File: src/rtl/cls_pkg.sv
// Shared types, constants and helper functions for the cyclic load profile sequencer.
// Used by the controller, the datapath, the divider and the top level.
package cls_pkg;

    localparam int OP_W     = 3;
    localparam int ROT_W    = 24;
    localparam int SPD_W    = 17;
    localparam int TQ_W     = 18;
    localparam int CNT_W    = 16;
    localparam int CFG_W    = 40;
    localparam int ADDR_W   = 3;
    localparam int TAB_W    = 18;
    localparam int ST_W     = 19;
    localparam int SLOPE_W  = 21;
    localparam int X_W      = 25;
    localparam int DIFF_W   = 26;
    localparam int PROD_W   = 47;
    localparam int ACC_W    = 49;
    localparam int NUM_W    = 20;
    localparam int DEN_W    = 18;
    localparam int DCNT_W   = 5;
    localparam int NPTS     = 5;
    localparam int SCALE    = 41;
    localparam int ROUND    = 1 << 11;
    localparam int FRAC     = 12;
    localparam int IN_DW    = 32;
    localparam int OUT_DW   = 56;

    localparam logic signed [ACC_W-1:0] TQ_MAX = ACC_W'(131071);
    localparam logic signed [ACC_W-1:0] TQ_MIN = -ACC_W'(131072);

    typedef enum logic [ADDR_W-1:0] {
        REG_CYCLE_COUNT     = 3'd0,
        REG_PEAK_ROTATION   = 3'd1,
        REG_PEAK_TORQUE     = 3'd2,
        REG_RUN_SPEED       = 3'd3,
        REG_ROTATION_POINTS = 3'd4,
        REG_TORQUE_POINTS   = 3'd5
    } reg_idx_t;

    typedef enum logic [OP_W-1:0] {
        OP_NONE   = 3'd0,
        OP_START  = 3'd1,
        OP_UPDATE = 3'd2,
        OP_STOP   = 3'd3,
        OP_PAUSE  = 3'd4
    } op_t;

    typedef enum logic [2:0] {
        MODE_IDLE     = 3'd0,
        MODE_WORK     = 3'd1,
        MODE_COMPLETE = 3'd2,
        MODE_WAIT     = 3'd3,
        MODE_CLEAN    = 3'd4
    } mode_t;

    typedef enum logic [2:0] {
        ACT_NONE,
        ACT_START,
        ACT_UPDATE,
        ACT_CLEAN,
        ACT_PAUSE,
        ACT_RESUME,
        ACT_WAITSTOP,
        ACT_TOIDLE
    } act_t;

    typedef enum logic [3:0] {
        ST_IDLE,
        ST_TAB,
        ST_DIVGO,
        ST_DIVRUN,
        ST_RISE,
        ST_UPD,
        ST_MUL,
        ST_INT,
        ST_OUT
    } state_t;

    typedef struct packed {
        act_t act;
        logic tab_step;
        logic div_go;
        logic slope_wr;
        logic rise;
        logic upd;
        logic mul;
        logic interp;
        logic out_load;
    } cls_cmd_t;

    typedef struct packed {
        mode_t mode;
        logic  cnt_zero;
        logic  k_zero;
        logic  k_last;
        logic  div_done;
        logic  interp;
    } cls_stat_t;

    function automatic logic [TQ_W-1:0] sat_tq(input logic signed [ACC_W-1:0] v);
        logic [TQ_W-1:0] r;
        if (v > TQ_MAX) begin
            r = TQ_MAX[TQ_W-1:0];
        end else if (v < TQ_MIN) begin
            r = TQ_MIN[TQ_W-1:0];
        end else begin
            r = v[TQ_W-1:0];
        end
        return r;
    endfunction

endpackage

File: src/rtl/cls_ctrl.sv
// Controller state machine of the cyclic load profile sequencer.
// Depends on cls_pkg; drives the datapath by commands and reads its status.
module cls_ctrl import cls_pkg::*; (
    input  logic            aclk,
    input  logic            aresetn,
    input  logic            s_tvalid,
    output logic            s_tready,
    input  logic [OP_W-1:0] opcode,
    output logic            m_tvalid,
    input  logic            m_tready,
    input  cls_stat_t       stat,
    output cls_cmd_t        cmd
);

    state_t state_reg, state_next;
    logic   mvalid_reg, mvalid_next;
    act_t   act_dec;
    logic   accept;

    assign s_tready = (state_reg == ST_IDLE);
    assign accept   = s_tvalid && s_tready;
    assign m_tvalid = mvalid_reg;

    always_comb begin
        act_dec = ACT_NONE;
        case (stat.mode)
            MODE_IDLE: begin
                if (opcode == OP_START && !stat.cnt_zero) act_dec = ACT_START;
            end
            MODE_WORK, MODE_COMPLETE: begin
                if (opcode == OP_UPDATE)     act_dec = ACT_UPDATE;
                else if (opcode == OP_STOP)  act_dec = ACT_CLEAN;
                else if (opcode == OP_PAUSE) act_dec = ACT_PAUSE;
            end
            MODE_WAIT: begin
                if (opcode == OP_START)      act_dec = ACT_RESUME;
                else if (opcode == OP_STOP)  act_dec = ACT_WAITSTOP;
            end
            default: begin
                if (opcode == OP_UPDATE) act_dec = ACT_TOIDLE;
            end
        endcase
    end

    always_comb begin
        state_next = state_reg;
        case (state_reg)
            ST_IDLE: begin
                if (accept) begin
                    case (act_dec)
                        ACT_START:  state_next = ST_TAB;
                        ACT_RESUME: state_next = ST_RISE;
                        ACT_UPDATE: state_next = ST_UPD;
                        default:    state_next = ST_OUT;
                    endcase
                end
            end
            ST_TAB:    state_next = stat.k_zero ? ST_TAB : ST_DIVGO;
            ST_DIVGO:  state_next = ST_DIVRUN;
            ST_DIVRUN: begin
                if (stat.div_done) state_next = stat.k_last ? ST_RISE : ST_TAB;
            end
            ST_RISE:   state_next = ST_OUT;
            ST_UPD:    state_next = stat.interp ? ST_MUL : ST_OUT;
            ST_MUL:    state_next = ST_INT;
            ST_INT:    state_next = ST_OUT;
            ST_OUT: begin
                if (!mvalid_reg || m_tready) state_next = ST_IDLE;
            end
            default:   state_next = ST_IDLE;
        endcase
    end

    always_comb begin
        cmd = '0;
        cmd.act = ACT_NONE;
        case (state_reg)
            ST_IDLE:   cmd.act      = accept ? act_dec : ACT_NONE;
            ST_TAB:    cmd.tab_step = 1'b1;
            ST_DIVGO:  cmd.div_go   = 1'b1;
            ST_DIVRUN: cmd.slope_wr = stat.div_done;
            ST_RISE:   cmd.rise     = 1'b1;
            ST_UPD:    cmd.upd      = 1'b1;
            ST_MUL:    cmd.mul      = 1'b1;
            ST_INT:    cmd.interp   = 1'b1;
            ST_OUT:    cmd.out_load = !mvalid_reg || m_tready;
            default:   cmd.act      = ACT_NONE;
        endcase
    end

    always_comb begin
        if (cmd.out_load) begin
            mvalid_next = 1'b1;
        end else if (m_tready) begin
            mvalid_next = 1'b0;
        end else begin
            mvalid_next = mvalid_reg;
        end
    end

    always_ff @(posedge aclk) begin
        if (!aresetn) begin
            state_reg  <= ST_IDLE;
            mvalid_reg <= 1'b0;
        end else begin
            state_reg  <= state_next;
            mvalid_reg <= mvalid_next;
        end
    end

endmodule

File: src/rtl/cls_div.sv
// Iterative restoring divider, one quotient bit per cycle, truncating toward zero.
// Depends on cls_pkg; a zero divisor gives a zero quotient.
module cls_div import cls_pkg::*; (
    input  logic                      aclk,
    input  logic                      aresetn,
    input  logic                      go,
    input  logic signed [SLOPE_W-1:0] num,
    input  logic signed [ST_W-1:0]    den,
    output logic                      done,
    output logic signed [SLOPE_W-1:0] quo
);

    logic                     busy_reg, done_reg;
    logic [DCNT_W-1:0]        cnt_reg;
    logic [NUM_W-1:0]         n_reg, n_next;
    logic [DEN_W-1:0]         d_reg, r_reg, r_next;
    logic                     neg_reg, dz_reg;
    logic signed [SLOPE_W-1:0] quo_reg;
    logic [DEN_W:0]           r_sh, r_sub;
    logic [SLOPE_W-1:0]       num_abs;
    logic [ST_W-1:0]          den_abs;
    logic [SLOPE_W-1:0]       q_ext;

    assign num_abs = num[SLOPE_W-1] ? SLOPE_W'(-num) : SLOPE_W'(num);
    assign den_abs = den[ST_W-1] ? ST_W'(-den) : ST_W'(den);

    assign r_sh  = {r_reg, n_reg[NUM_W-1]};
    assign r_sub = r_sh - {1'b0, d_reg};

    always_comb begin
        if (!r_sub[DEN_W]) begin
            r_next = r_sub[DEN_W-1:0];
            n_next = {n_reg[NUM_W-2:0], 1'b1};
        end else begin
            r_next = r_sh[DEN_W-1:0];
            n_next = {n_reg[NUM_W-2:0], 1'b0};
        end
    end

    assign q_ext = {1'b0, n_next};
    assign done  = done_reg;
    assign quo   = quo_reg;

    always_ff @(posedge aclk) begin
        if (!aresetn) begin
            busy_reg <= 1'b0;
            done_reg <= 1'b0;
            cnt_reg  <= '0;
        end else begin
            done_reg <= 1'b0;
            if (go) begin
                busy_reg <= 1'b1;
                cnt_reg  <= '0;
            end else if (busy_reg) begin
                cnt_reg <= cnt_reg + 1'b1;
                if (cnt_reg == DCNT_W'(NUM_W - 1)) begin
                    busy_reg <= 1'b0;
                    done_reg <= 1'b1;
                end
            end
        end
    end

    always_ff @(posedge aclk) begin
        if (go) begin
            n_reg   <= num_abs[NUM_W-1:0];
            d_reg   <= den_abs[DEN_W-1:0];
            r_reg   <= '0;
            neg_reg <= num[SLOPE_W-1] ^ den[ST_W-1];
            dz_reg  <= (den == '0);
        end else if (busy_reg) begin
            n_reg <= n_next;
            r_reg <= r_next;
            if (cnt_reg == DCNT_W'(NUM_W - 1)) begin
                if (dz_reg) begin
                    quo_reg <= '0;
                end else if (neg_reg) begin
                    quo_reg <= -$signed(q_ext);
                end else begin
                    quo_reg <= $signed(q_ext);
                end
            end
        end
    end

endmodule

File: src/rtl/cls_dp.sv
// Datapath of the cyclic load profile sequencer: configuration, tables, segment state,
// interpolation and the output word register. Depends on cls_pkg and cls_div.
module cls_dp import cls_pkg::*; #(
    parameter int POINTS = 5
) (
    input  logic               aclk,
    input  logic               aresetn,
    input  logic               cfg_wr_en,
    input  logic [ADDR_W-1:0]  cfg_addr,
    input  logic [CFG_W-1:0]   cfg_wdata,
    input  logic signed [ROT_W-1:0] rotation,
    input  cls_cmd_t           cmd,
    output cls_stat_t          stat,
    output logic [OUT_DW-1:0]  out_word
);

    localparam int KW = $clog2(POINTS);
    localparam int TW = (POINTS > 2) ? $clog2(POINTS - 1) : 1;

    logic [CNT_W-1:0] cfg_count_reg, cfg_peak_rot_reg, cfg_peak_tq_reg, cfg_speed_reg;
    logic [CFG_W-1:0] cfg_rpts_reg, cfg_tpts_reg;

    mode_t                     mode_reg;
    logic [CNT_W-1:0]          rem_reg;
    logic [KW-1:0]             seg_reg, k_reg;
    logic                      fall_reg, rst_lvl_reg;
    logic [CNT_W-1:0]          held_peak_reg, held_speed_reg;
    logic [TAB_W-1:0]          tor0_reg;
    logic [TAB_W-1:0]          cur_rot_reg, cur_tor_reg, prev_rot_reg, prev_tor_reg;
    logic [TAB_W-1:0]          rs_tab [0:POINTS-2];
    logic [TAB_W-1:0]          re_tab [0:POINTS-2];
    logic [TAB_W-1:0]          ts_tab [0:POINTS-2];
    logic signed [SLOPE_W-1:0] sl_tab [0:POINTS-2];
    logic [TAB_W-1:0]          ss_rot_reg, se_rot_reg;
    logic signed [ST_W-1:0]    st_reg;
    logic signed [SLOPE_W-1:0] sl_reg;
    logic signed [SPD_W-1:0]   speed_reg;
    logic [TQ_W-1:0]           torque_reg;
    logic signed [ROT_W-1:0]   rot_reg;
    logic signed [X_W-1:0]     x_reg;
    logic signed [PROD_W-1:0]  prod_reg;
    logic [OUT_DW-1:0]         out_reg;

    // Table build.
    logic [7:0]            k_ext;
    logic [10:0]           sh_amt;
    logic [CFG_W-1:0]      r_sh, t_sh;
    logic [7:0]            pnt_r, pnt_t;
    logic [29:0]           scl_r, scl_t;
    logic [TAB_W-1:0]      new_rot, new_tor;
    logic [TW-1:0]         km1;
    logic signed [ST_W-1:0] d_tor, d_rot;
    logic signed [SLOPE_W-1:0] div_num, div_quo;
    logic                  div_done;

    assign k_ext  = 8'(k_reg);
    assign sh_amt = {k_ext, 3'b000};
    assign r_sh   = cfg_rpts_reg >> sh_amt;
    assign t_sh   = cfg_tpts_reg >> sh_amt;
    assign pnt_r  = (k_ext < 8'(NPTS)) ? r_sh[7:0] : 8'd0;
    assign pnt_t  = (k_ext < 8'(NPTS)) ? t_sh[7:0] : 8'd0;
    assign scl_r  = 30'(cfg_peak_rot_reg) * 30'(pnt_r) * 30'(SCALE) + 30'(ROUND);
    assign scl_t  = 30'(cfg_peak_tq_reg) * 30'(pnt_t) * 30'(SCALE) + 30'(ROUND);
    assign new_rot = TAB_W'(scl_r >> FRAC);
    assign new_tor = TAB_W'(scl_t >> FRAC);
    assign km1     = TW'(k_reg - 1'b1);

    assign d_tor   = $signed({1'b0, cur_tor_reg}) - $signed({1'b0, prev_tor_reg});
    assign d_rot   = $signed({1'b0, cur_rot_reg}) - $signed({1'b0, prev_rot_reg});
    assign div_num = {d_tor, 2'b00};

    cls_div u_div (
        .aclk    (aclk),
        .aresetn (aresetn),
        .go      (cmd.div_go),
        .num     (div_num),
        .den     (d_rot),
        .done    (div_done),
        .quo     (div_quo)
    );

    // Update decisions.
    logic                   at_peak, at_bottom, interp;
    logic [CNT_W-1:0]       rem_dec;
    logic signed [X_W-1:0]  x_val, peak_x, rot_x, end_x;
    logic [KW-1:0]          seg_inc;
    logic                   adv, ld_inc;
    logic [TW-1:0]          lidx;
    logic                   lneg;
    logic [TAB_W-1:0]       l_rs, l_re, l_ts;
    logic signed [SLOPE_W-1:0] l_sl;
    logic signed [ST_W-1:0] l_st;
    logic [TQ_W-1:0]        tor0_sat;
    logic signed [SPD_W-1:0] spd_pos;

    assign peak_x    = $signed({{(X_W-CNT_W){1'b0}}, held_peak_reg});
    assign rot_x     = X_W'(rot_reg);
    assign end_x     = $signed({{(X_W-TAB_W){1'b0}}, se_rot_reg});
    assign at_peak   = rot_x >= peak_x;
    assign at_bottom = fall_reg && (rot_reg <= 0);
    assign interp    = !at_peak && !at_bottom;
    assign rem_dec   = rem_reg - 1'b1;
    assign x_val     = fall_reg ? (peak_x - rot_x) : rot_x;
    assign seg_inc   = seg_reg + 1'b1;
    assign adv       = (x_val >= end_x) && (seg_reg < KW'(POINTS - 1));
    assign ld_inc    = adv && (seg_inc < KW'(POINTS - 1));
    assign lidx      = (cmd.upd && interp) ? seg_inc[TW-1:0] : '0;
    assign lneg      = cmd.upd && (at_peak || fall_reg);
    assign l_rs      = rs_tab[lidx];
    assign l_re      = re_tab[lidx];
    assign l_ts      = ts_tab[lidx];
    assign l_sl      = lneg ? -sl_tab[lidx] : sl_tab[lidx];
    assign l_st      = lneg ? -$signed({1'b0, l_ts}) : $signed({1'b0, l_ts});
    assign tor0_sat  = sat_tq(ACC_W'($signed({1'b0, tor0_reg})));
    assign spd_pos   = $signed({1'b0, held_speed_reg});

    // Interpolation.
    logic signed [DIFF_W-1:0] diff;
    logic signed [ACC_W-1:0]  acc, acc_q;

    assign diff  = DIFF_W'(x_reg) - $signed({{(DIFF_W-TAB_W){1'b0}}, ss_rot_reg});
    assign acc   = ACC_W'($signed({st_reg, 2'b00})) + ACC_W'(prod_reg);
    assign acc_q = acc >>> 2;

    assign stat.mode     = mode_reg;
    assign stat.cnt_zero = (cfg_count_reg == '0);
    assign stat.k_zero   = (k_reg == '0);
    assign stat.k_last   = (k_reg == KW'(POINTS - 1));
    assign stat.div_done = div_done;
    assign stat.interp   = interp;
    assign out_word      = out_reg;

    always_ff @(posedge aclk) begin
        if (!aresetn) begin
            cfg_count_reg    <= '0;
            cfg_peak_rot_reg <= '0;
            cfg_peak_tq_reg  <= '0;
            cfg_speed_reg    <= '0;
            cfg_rpts_reg     <= '0;
            cfg_tpts_reg     <= '0;
        end else if (cfg_wr_en) begin
            case (cfg_addr)
                REG_CYCLE_COUNT:     cfg_count_reg    <= cfg_wdata[CNT_W-1:0];
                REG_PEAK_ROTATION:   cfg_peak_rot_reg <= cfg_wdata[CNT_W-1:0];
                REG_PEAK_TORQUE:     cfg_peak_tq_reg  <= cfg_wdata[CNT_W-1:0];
                REG_RUN_SPEED:       cfg_speed_reg    <= cfg_wdata[CNT_W-1:0];
                REG_ROTATION_POINTS: cfg_rpts_reg     <= cfg_wdata;
                REG_TORQUE_POINTS:   cfg_tpts_reg     <= cfg_wdata;
                default:             cfg_count_reg    <= cfg_count_reg;
            endcase
        end
    end

    always_ff @(posedge aclk) begin
        if (!aresetn) begin
            mode_reg    <= MODE_IDLE;
            rem_reg     <= '0;
            seg_reg     <= '0;
            fall_reg    <= 1'b0;
            rst_lvl_reg <= 1'b0;
            speed_reg   <= '0;
            torque_reg  <= '0;
            ss_rot_reg  <= '0;
            se_rot_reg  <= '0;
            st_reg      <= '0;
            sl_reg      <= '0;
            k_reg       <= '0;
        end else begin
            case (cmd.act)
                ACT_START: begin
                    rem_reg <= cfg_count_reg;
                    k_reg   <= '0;
                end
                ACT_CLEAN: begin
                    mode_reg    <= MODE_CLEAN;
                    speed_reg   <= '0;
                    torque_reg  <= '0;
                    rst_lvl_reg <= 1'b1;
                end
                ACT_PAUSE:    mode_reg <= MODE_COMPLETE;
                ACT_WAITSTOP: begin
                    mode_reg    <= MODE_CLEAN;
                    rst_lvl_reg <= 1'b1;
                end
                ACT_TOIDLE: begin
                    mode_reg    <= MODE_IDLE;
                    rst_lvl_reg <= 1'b0;
                    rem_reg     <= '0;
                    seg_reg     <= '0;
                    fall_reg    <= 1'b0;
                end
                default: mode_reg <= mode_reg;
            endcase
            if (cmd.tab_step && k_reg == '0) k_reg <= k_reg + 1'b1;
            if (cmd.slope_wr) k_reg <= k_reg + 1'b1;
            if (cmd.rise) begin
                mode_reg    <= MODE_WORK;
                rst_lvl_reg <= 1'b1;
                seg_reg     <= '0;
                fall_reg    <= 1'b0;
                ss_rot_reg  <= l_rs;
                se_rot_reg  <= l_re;
                st_reg      <= l_st;
                sl_reg      <= l_sl;
                speed_reg   <= spd_pos;
                torque_reg  <= tor0_sat;
            end
            if (cmd.upd) begin
                rst_lvl_reg <= 1'b0;
                if (at_peak) begin
                    fall_reg   <= 1'b1;
                    seg_reg    <= '0;
                    ss_rot_reg <= l_rs;
                    se_rot_reg <= l_re;
                    st_reg     <= l_st;
                    sl_reg     <= l_sl;
                    speed_reg  <= -spd_pos;
                    torque_reg <= tor0_sat;
                end else if (at_bottom) begin
                    rem_reg  <= rem_dec;
                    fall_reg <= 1'b0;
                    seg_reg  <= '0;
                    if (rem_dec == '0) begin
                        mode_reg    <= MODE_CLEAN;
                        speed_reg   <= '0;
                        torque_reg  <= '0;
                        rst_lvl_reg <= 1'b1;
                    end else if (mode_reg == MODE_WORK) begin
                        ss_rot_reg  <= rs_tab[0];
                        se_rot_reg  <= re_tab[0];
                        st_reg      <= $signed({1'b0, ts_tab[0]});
                        sl_reg      <= sl_tab[0];
                        speed_reg   <= spd_pos;
                        torque_reg  <= tor0_sat;
                    end else begin
                        speed_reg  <= '0;
                        torque_reg <= '0;
                        mode_reg   <= MODE_WAIT;
                    end
                end else if (adv) begin
                    seg_reg <= seg_inc;
                    if (ld_inc) begin
                        ss_rot_reg <= l_rs;
                        se_rot_reg <= l_re;
                        st_reg     <= l_st;
                        sl_reg     <= l_sl;
                    end
                end
            end
            if (cmd.interp) torque_reg <= sat_tq(acc_q);
        end
    end

    always_ff @(posedge aclk) begin
        if (cmd.act == ACT_START) begin
            held_peak_reg  <= cfg_peak_rot_reg;
            held_speed_reg <= cfg_speed_reg;
        end
        if (cmd.act == ACT_UPDATE) rot_reg <= rotation;
        if (cmd.tab_step) begin
            cur_rot_reg  <= new_rot;
            cur_tor_reg  <= new_tor;
            prev_rot_reg <= cur_rot_reg;
            prev_tor_reg <= cur_tor_reg;
            if (k_reg == '0) tor0_reg <= new_tor;
        end
        if (cmd.div_go) begin
            rs_tab[km1] <= prev_rot_reg;
            re_tab[km1] <= cur_rot_reg;
            ts_tab[km1] <= prev_tor_reg;
        end
        if (cmd.slope_wr) sl_tab[km1] <= div_quo;
        if (cmd.upd) x_reg <= x_val;
        if (cmd.mul) prod_reg <= PROD_W'(sl_reg * diff);
        if (cmd.out_load) begin
            out_reg <= {1'b0, rem_reg, rst_lvl_reg, torque_reg, speed_reg, mode_reg};
        end
    end

endmodule

File: src/rtl/cyclic_load_profile_sequencer.sv
// Top level of the cyclic load profile sequencer.
// Depends on cls_pkg, cls_ctrl, cls_dp (with cls_div).
//
// Usage: write the six configuration registers through cfg_wr_en, cfg_addr and
// cfg_wdata while the block is idle, then send command words on the s_ channel.
// Every accepted word gives exactly one result word on the m_ channel, which
// reports the run mode, the speed and torque commands, the device reset level
// and the cycles still to run.
// A start from idle first builds the segment tables, with the serial divider
// working out the slope of each segment in turn; an update passes through a
// multiply and an interpolation step only when the rotation lies inside a segment.
// One word is processed at a time; the next word is accepted once the result
// of the previous one sits in the output register.
// Reset returns the block to idle with all commands at zero and no result pending.
// When the receiver stalls, the result word holds on m_tdata and the block
// accepts one more word, then waits until the held word is taken.
module cyclic_load_profile_sequencer import cls_pkg::*; #(
    parameter int POINTS = 5
) (
    input  logic               aclk,
    input  logic               aresetn,
    input  logic               cfg_wr_en,
    input  logic [ADDR_W-1:0]  cfg_addr,
    input  logic [CFG_W-1:0]   cfg_wdata,
    input  logic               s_tvalid,
    output logic               s_tready,
    // opcode [2:0], rotation [26:3], zero fill
    input  logic [IN_DW-1:0]   s_tdata,
    output logic               m_tvalid,
    input  logic               m_tready,
    // mode [2:0], speed_command [19:3], torque_command [37:20], hold_reset [38],
    // cycles_left [54:39], zero fill
    output logic [OUT_DW-1:0]  m_tdata
);

    cls_cmd_t  cmd;
    cls_stat_t stat;

    cls_ctrl u_ctrl (
        .aclk     (aclk),
        .aresetn  (aresetn),
        .s_tvalid (s_tvalid),
        .s_tready (s_tready),
        .opcode   (s_tdata[OP_W-1:0]),
        .m_tvalid (m_tvalid),
        .m_tready (m_tready),
        .stat     (stat),
        .cmd      (cmd)
    );

    cls_dp #(.POINTS(POINTS)) u_dp (
        .aclk      (aclk),
        .aresetn   (aresetn),
        .cfg_wr_en (cfg_wr_en),
        .cfg_addr  (cfg_addr),
        .cfg_wdata (cfg_wdata),
        .rotation  ($signed(s_tdata[OP_W+ROT_W-1:OP_W])),
        .cmd       (cmd),
        .stat      (stat),
        .out_word  (m_tdata)
    );

endmodule

File: config.mk
export PLATFORM = sky130hd
export DESIGN_NAME = cyclic_load_profile_sequencer
export DESIGN_NICKNAME = d
export VERILOG_FILES = /design/src/rtl/cls_pkg.sv /design/src/rtl/cls_ctrl.sv /design/src/rtl/cls_div.sv /design/src/rtl/cls_dp.sv /design/src/rtl/cyclic_load_profile_sequencer.sv
export SDC_FILE = /design/constraint.sdc
export NUM_CORES = 2
export LEC_CHECK = 0
export ABC_CLOCK_PERIOD_IN_PS = 10240
export BUFFER_PORTS_ARGS = -buffer_cell sky130_fd_sc_hd__buf_2
export CAP_MARGIN = 15
export CORE_ASPECT_RATIO = 1.2
export CORE_MARGIN = 2
export CORE_UTILIZATION = 30
export CTS_BUF_LIST = sky130_fd_sc_hd__clkbuf_8
export DETAILED_ROUTE_END_ITERATION = 16
export SLEW_MARGIN = 15
export SYNTH_ARGS = -nofsm -noshare
export SYNTH_HDL_FRONTEND = slang
export SYNTH_SLANG_ARGS = --single-unit
File: constraint.sdc
create_clock -name aclk -period 10.24 [get_ports aclk]
set_input_delay 0.512 -clock aclk [delete_from_list [all_inputs] [get_ports aclk]]
set_output_delay 0.512 -clock aclk [all_outputs]
set_load 0.01 [all_outputs]
==> results.py <==
metrics = {
    "global_route": {
        "track_usage_pct": 16.7,
        "grt_pass1_wl_um": 350000,
        "grt_pass1_vias": 62177,
        "grt_overflow": 0,
        "grt_max_degree": 109,
        "antenna_found_initial": 2,
    },
    "floorplanning": {
        "ios": 138,
        "core_sq_mm": 0.260,
        "die-area_sq_mm": 0.265,
        "die_h_um": 563,
        "rows": 205,
        "initial_core_util_pct": 30.1,
        "die_w_um": 470,
    },
    "synth": {
        "syn_avg_cell_area_sq_um": 9.75,
        "synthesis.nets": 9432,
        "async_reset_ff_share_pct": 0,
        "yosysTopAreaCellShare_pct": 24.3,
        "synth_area_sq_mm": 0.0782,
        "synth_edf_count": 632,
        "ys.flop_type": "edfxtp_1",
        "yosysWarningCount": 0,
        "ys_seq_area_share_pct": 32.2,
        "ys_types": 107,
        "synthCells": 8024,
        "yosys-top-cells-area": "edfxtp_1, fa_1, ha_1",
        "synth_largest_area_cell": "edfxtp_1",
        "ys_seq_elements": 944,
    },
    "timing": {
        "relSlewSlack_pct": 21.6,
        "maxClockFrequency_ghz": 0.101,
        "slew_viol_final": 0,
        "rsz0062_at_grt": "yes",
        "setup_tns_ns": 0,
        "tightest_slew_ns": 1.17,
        "finalHoldViolCount": 0,
        "finClkSkew_ns": 0.0555,
        "setup_viol": 0,
        "fin_crit_ns": 9.94,
        "finalCritPeriodShare_pct": 97.1,
    },
    "critical_path": {
        "crit_slowest_cell": "fa_1",
        "startpoint_type": "flop",
        "worst-r2r-cell-count": 47,
        "arrival_ns": 10.56,
        "r2r-end": "u_dp.prod_reg[40]$_DFFE_PN_",
        "cp-end-kind": "flop",
        "slowest_delay_ns": 0.56,
        "crit_type": "flop to flop",
        "rrSetupSlack_ns": 0.30,
        "r2r-start": "u_dp.x_reg[0]$_DFFE_PN_",
        "worstPathRequired_ns": 10.86,
        "cp_max_fo": 7,
    },
    "clock_tree": {
        "htreeDepth": 4,
        "clk_latency_ns": 0.89,
        "tritoncts": "built",
        "clkSinkCount": 944,
        "clk_path_buf_depth": 3,
        "cts.clk_slew.worst_paths_ns": 0.06,
        "cts_buffers": 156,
        "cts_root_buf": "clkbuf_8",
    },
    "min_path": {
        "hold_end": "u_ctrl.m_tvalid$_SDFFE_PN0P_",
        "holdPathStages": 3,
        "min_from": "m_tready",
        "hold_class": "input port to flop",
    },
    "placed_design": {
        "placement.io_buffers": 131,
        "gp_congestion": 0.910,
        "place_inst": 11450,
        "hpwl_um": 169000,
    },
    "final_layout": {
        "largest_register_ffs": 84,
        "seq_area_sq_mm": 0.0252,
        "multi_input_area_sq_mm": 0.0483,
        "mostFrequentLayoutCell": "inv_1",
        "nNetsFinal": 9678,
        "mostFrequentLayoutCells": "inv_1, nand2_1, fa_1",
        "top_register": "u_dp.sl_tab",
        "syn2layout_area_growth_pct": 13.0,
        "drive_gt1_share_pct": 9.97,
        "fill_cells": 26321,
        "stdcell_count": 11815,
    },
    "power_and_ir_drop": {
        "power.leakage_nw": 38.2,
        "peakVddDrop_mv": 0.131,
        "power.density_mw_per_mm2": 93.7,
    },
    "drt": {
        "routedWlPerCell_um": 19.1,
        "avgViaCountPerCell": 5.06,
        "wirelength_um": 226000,
        "ant_nets": 0,
        "drc": 0,
        "first_iter_violations": 4423,
        "first_pass_iters": 8,
        "vias": 59786,
    },
    "status": {
        "status": "completed",
    },
    "flow_run": {
        "cap_violations": 0,
    },
}
-- worst max-delay path, delay by kind of cell, from the launching register on --
kind	cells	cell delay, ns
adders and majority gates	10	3.99
xor gates and xnor gates	2	0.30
AOI/OAI and AO/OA	19	3.52
buffers and inverters	10	1.00
and+or+nand+nor	6	0.50
DFF	1	0.36
-- per-layer routing --
| metal | vias to the layer above | wire length (um) | GRT usage, % |
|---|---|---|---|
| met5 | - | 0 | 0 |
| met4 | 0 | 9740 | 7.18 |
| met1 | 29851 | 89800 | 19.9 |
| met3 | 521 | 13500 | 2.15 |
| met2 | 2027 | 113000 | 30.2 |
| li1 | 27387 | - | - |
-- cells in the mapped netlist (all sizes together), types with 128 or more instances --
master / count
xnor2: 221
nor2: 423
clkbuf: 313
o21ai: 307
a21oi: 442
ha: 560
nor2b: 209
nand2b: 128
fa: 768
nand2: 1060
inv: 1055
dfxtp: 312
edfxtp: 632
and2: 229
-- where the power goes --
group          internal (W)  switching [W]  total, W
Sequential          0.00410      0.0000522   0.00416
Combinational      0.000227       0.000358  0.000585
Clock               0.00191        0.00163   0.00354
-- through the flow --
stage / instance area, sq um / total power, W / hold slack [ns] / worst slack, ns / util, %
CTS: 87900 / 0.00834 / 0.104 / 0.0288 / 33.9
finish: 88400 / 0.00828 / 0.185 / 0.297 / 34.0
global route: 88400 / 0.00856 / 0.147 / -0.0655 / 34.0
detailed placement: 83900 / 0.00479 / 0.420 / -0.416 / 32.3
floorplan: 78200 / 0.00458 / 0.406 / 0.415 / -
global placement: 83900 / 0.00478 / 0.416 / -0.345 / 32.3
-- area by class of cell --
cell class | instances | share of cell area (%)
timing repair buffer | 446 | 3.73
inverter | 1059 | 4.51
clock buffer | 170 | 2.65
tap | 3415 | 4.83
antenna | 3 | 0.00849
clock inverter | 115 | 1.08
multi-input combinational | 5663 | 54.6
sequential | 944 | 28.6
-- worst max path at each step --
stage	start	to	slack, ns	cells past startpoint
final	u_dp.x_reg[0]$_DFFE_PN_	u_dp.prod_reg[40]$_DFFE_PN_	0.30	47
after global routing	u_dp.x_reg[0]$_DFFE_PN_	u_dp.prod_reg[40]$_DFFE_PN_	-0.07	45
after CTS	u_dp.x_reg[1]$_DFFE_PN_	u_dp.prod_reg[40]$_DFFE_PN_	0.03	39
after detailed placement	u_dp.x_reg[0]$_DFFE_PN_	u_dp.prod_reg[40]$_DFFE_PN_	-0.42	44
after global placement	u_dp.x_reg[0]$_DFFE_PN_	u_dp.prod_reg[40]$_DFFE_PN_	-0.34	44
after floorplan	u_dp.x_reg[0]$_DFFE_PN_	u_dp.prod_reg[40]$_DFFE_PN_	0.41	44
-- kinds of logic after synthesis --
kind of cell	share of synthesized area (%)
muxes	1.76
and+or+nand+nor	15.0
buffers and inverters	6.87
xor gates and xnor gates	3.64
AOI/OAI and AO/OA	11.8
adders and majority gates	28.6
DFF	32.2
other	0.00479
-- timing repair --
item                                    4_1_cts  5_1_grt
cloned                                        0        1
pin swaps                                     1       66
buffers inserted                              1       11
hold buffers                                 64        0
endpoints found under the setup margin       10       20
resized for setup                            13       72
hold endpoints to repair                    147        0
Note: power is estimated with default switching activity, not from simulation.
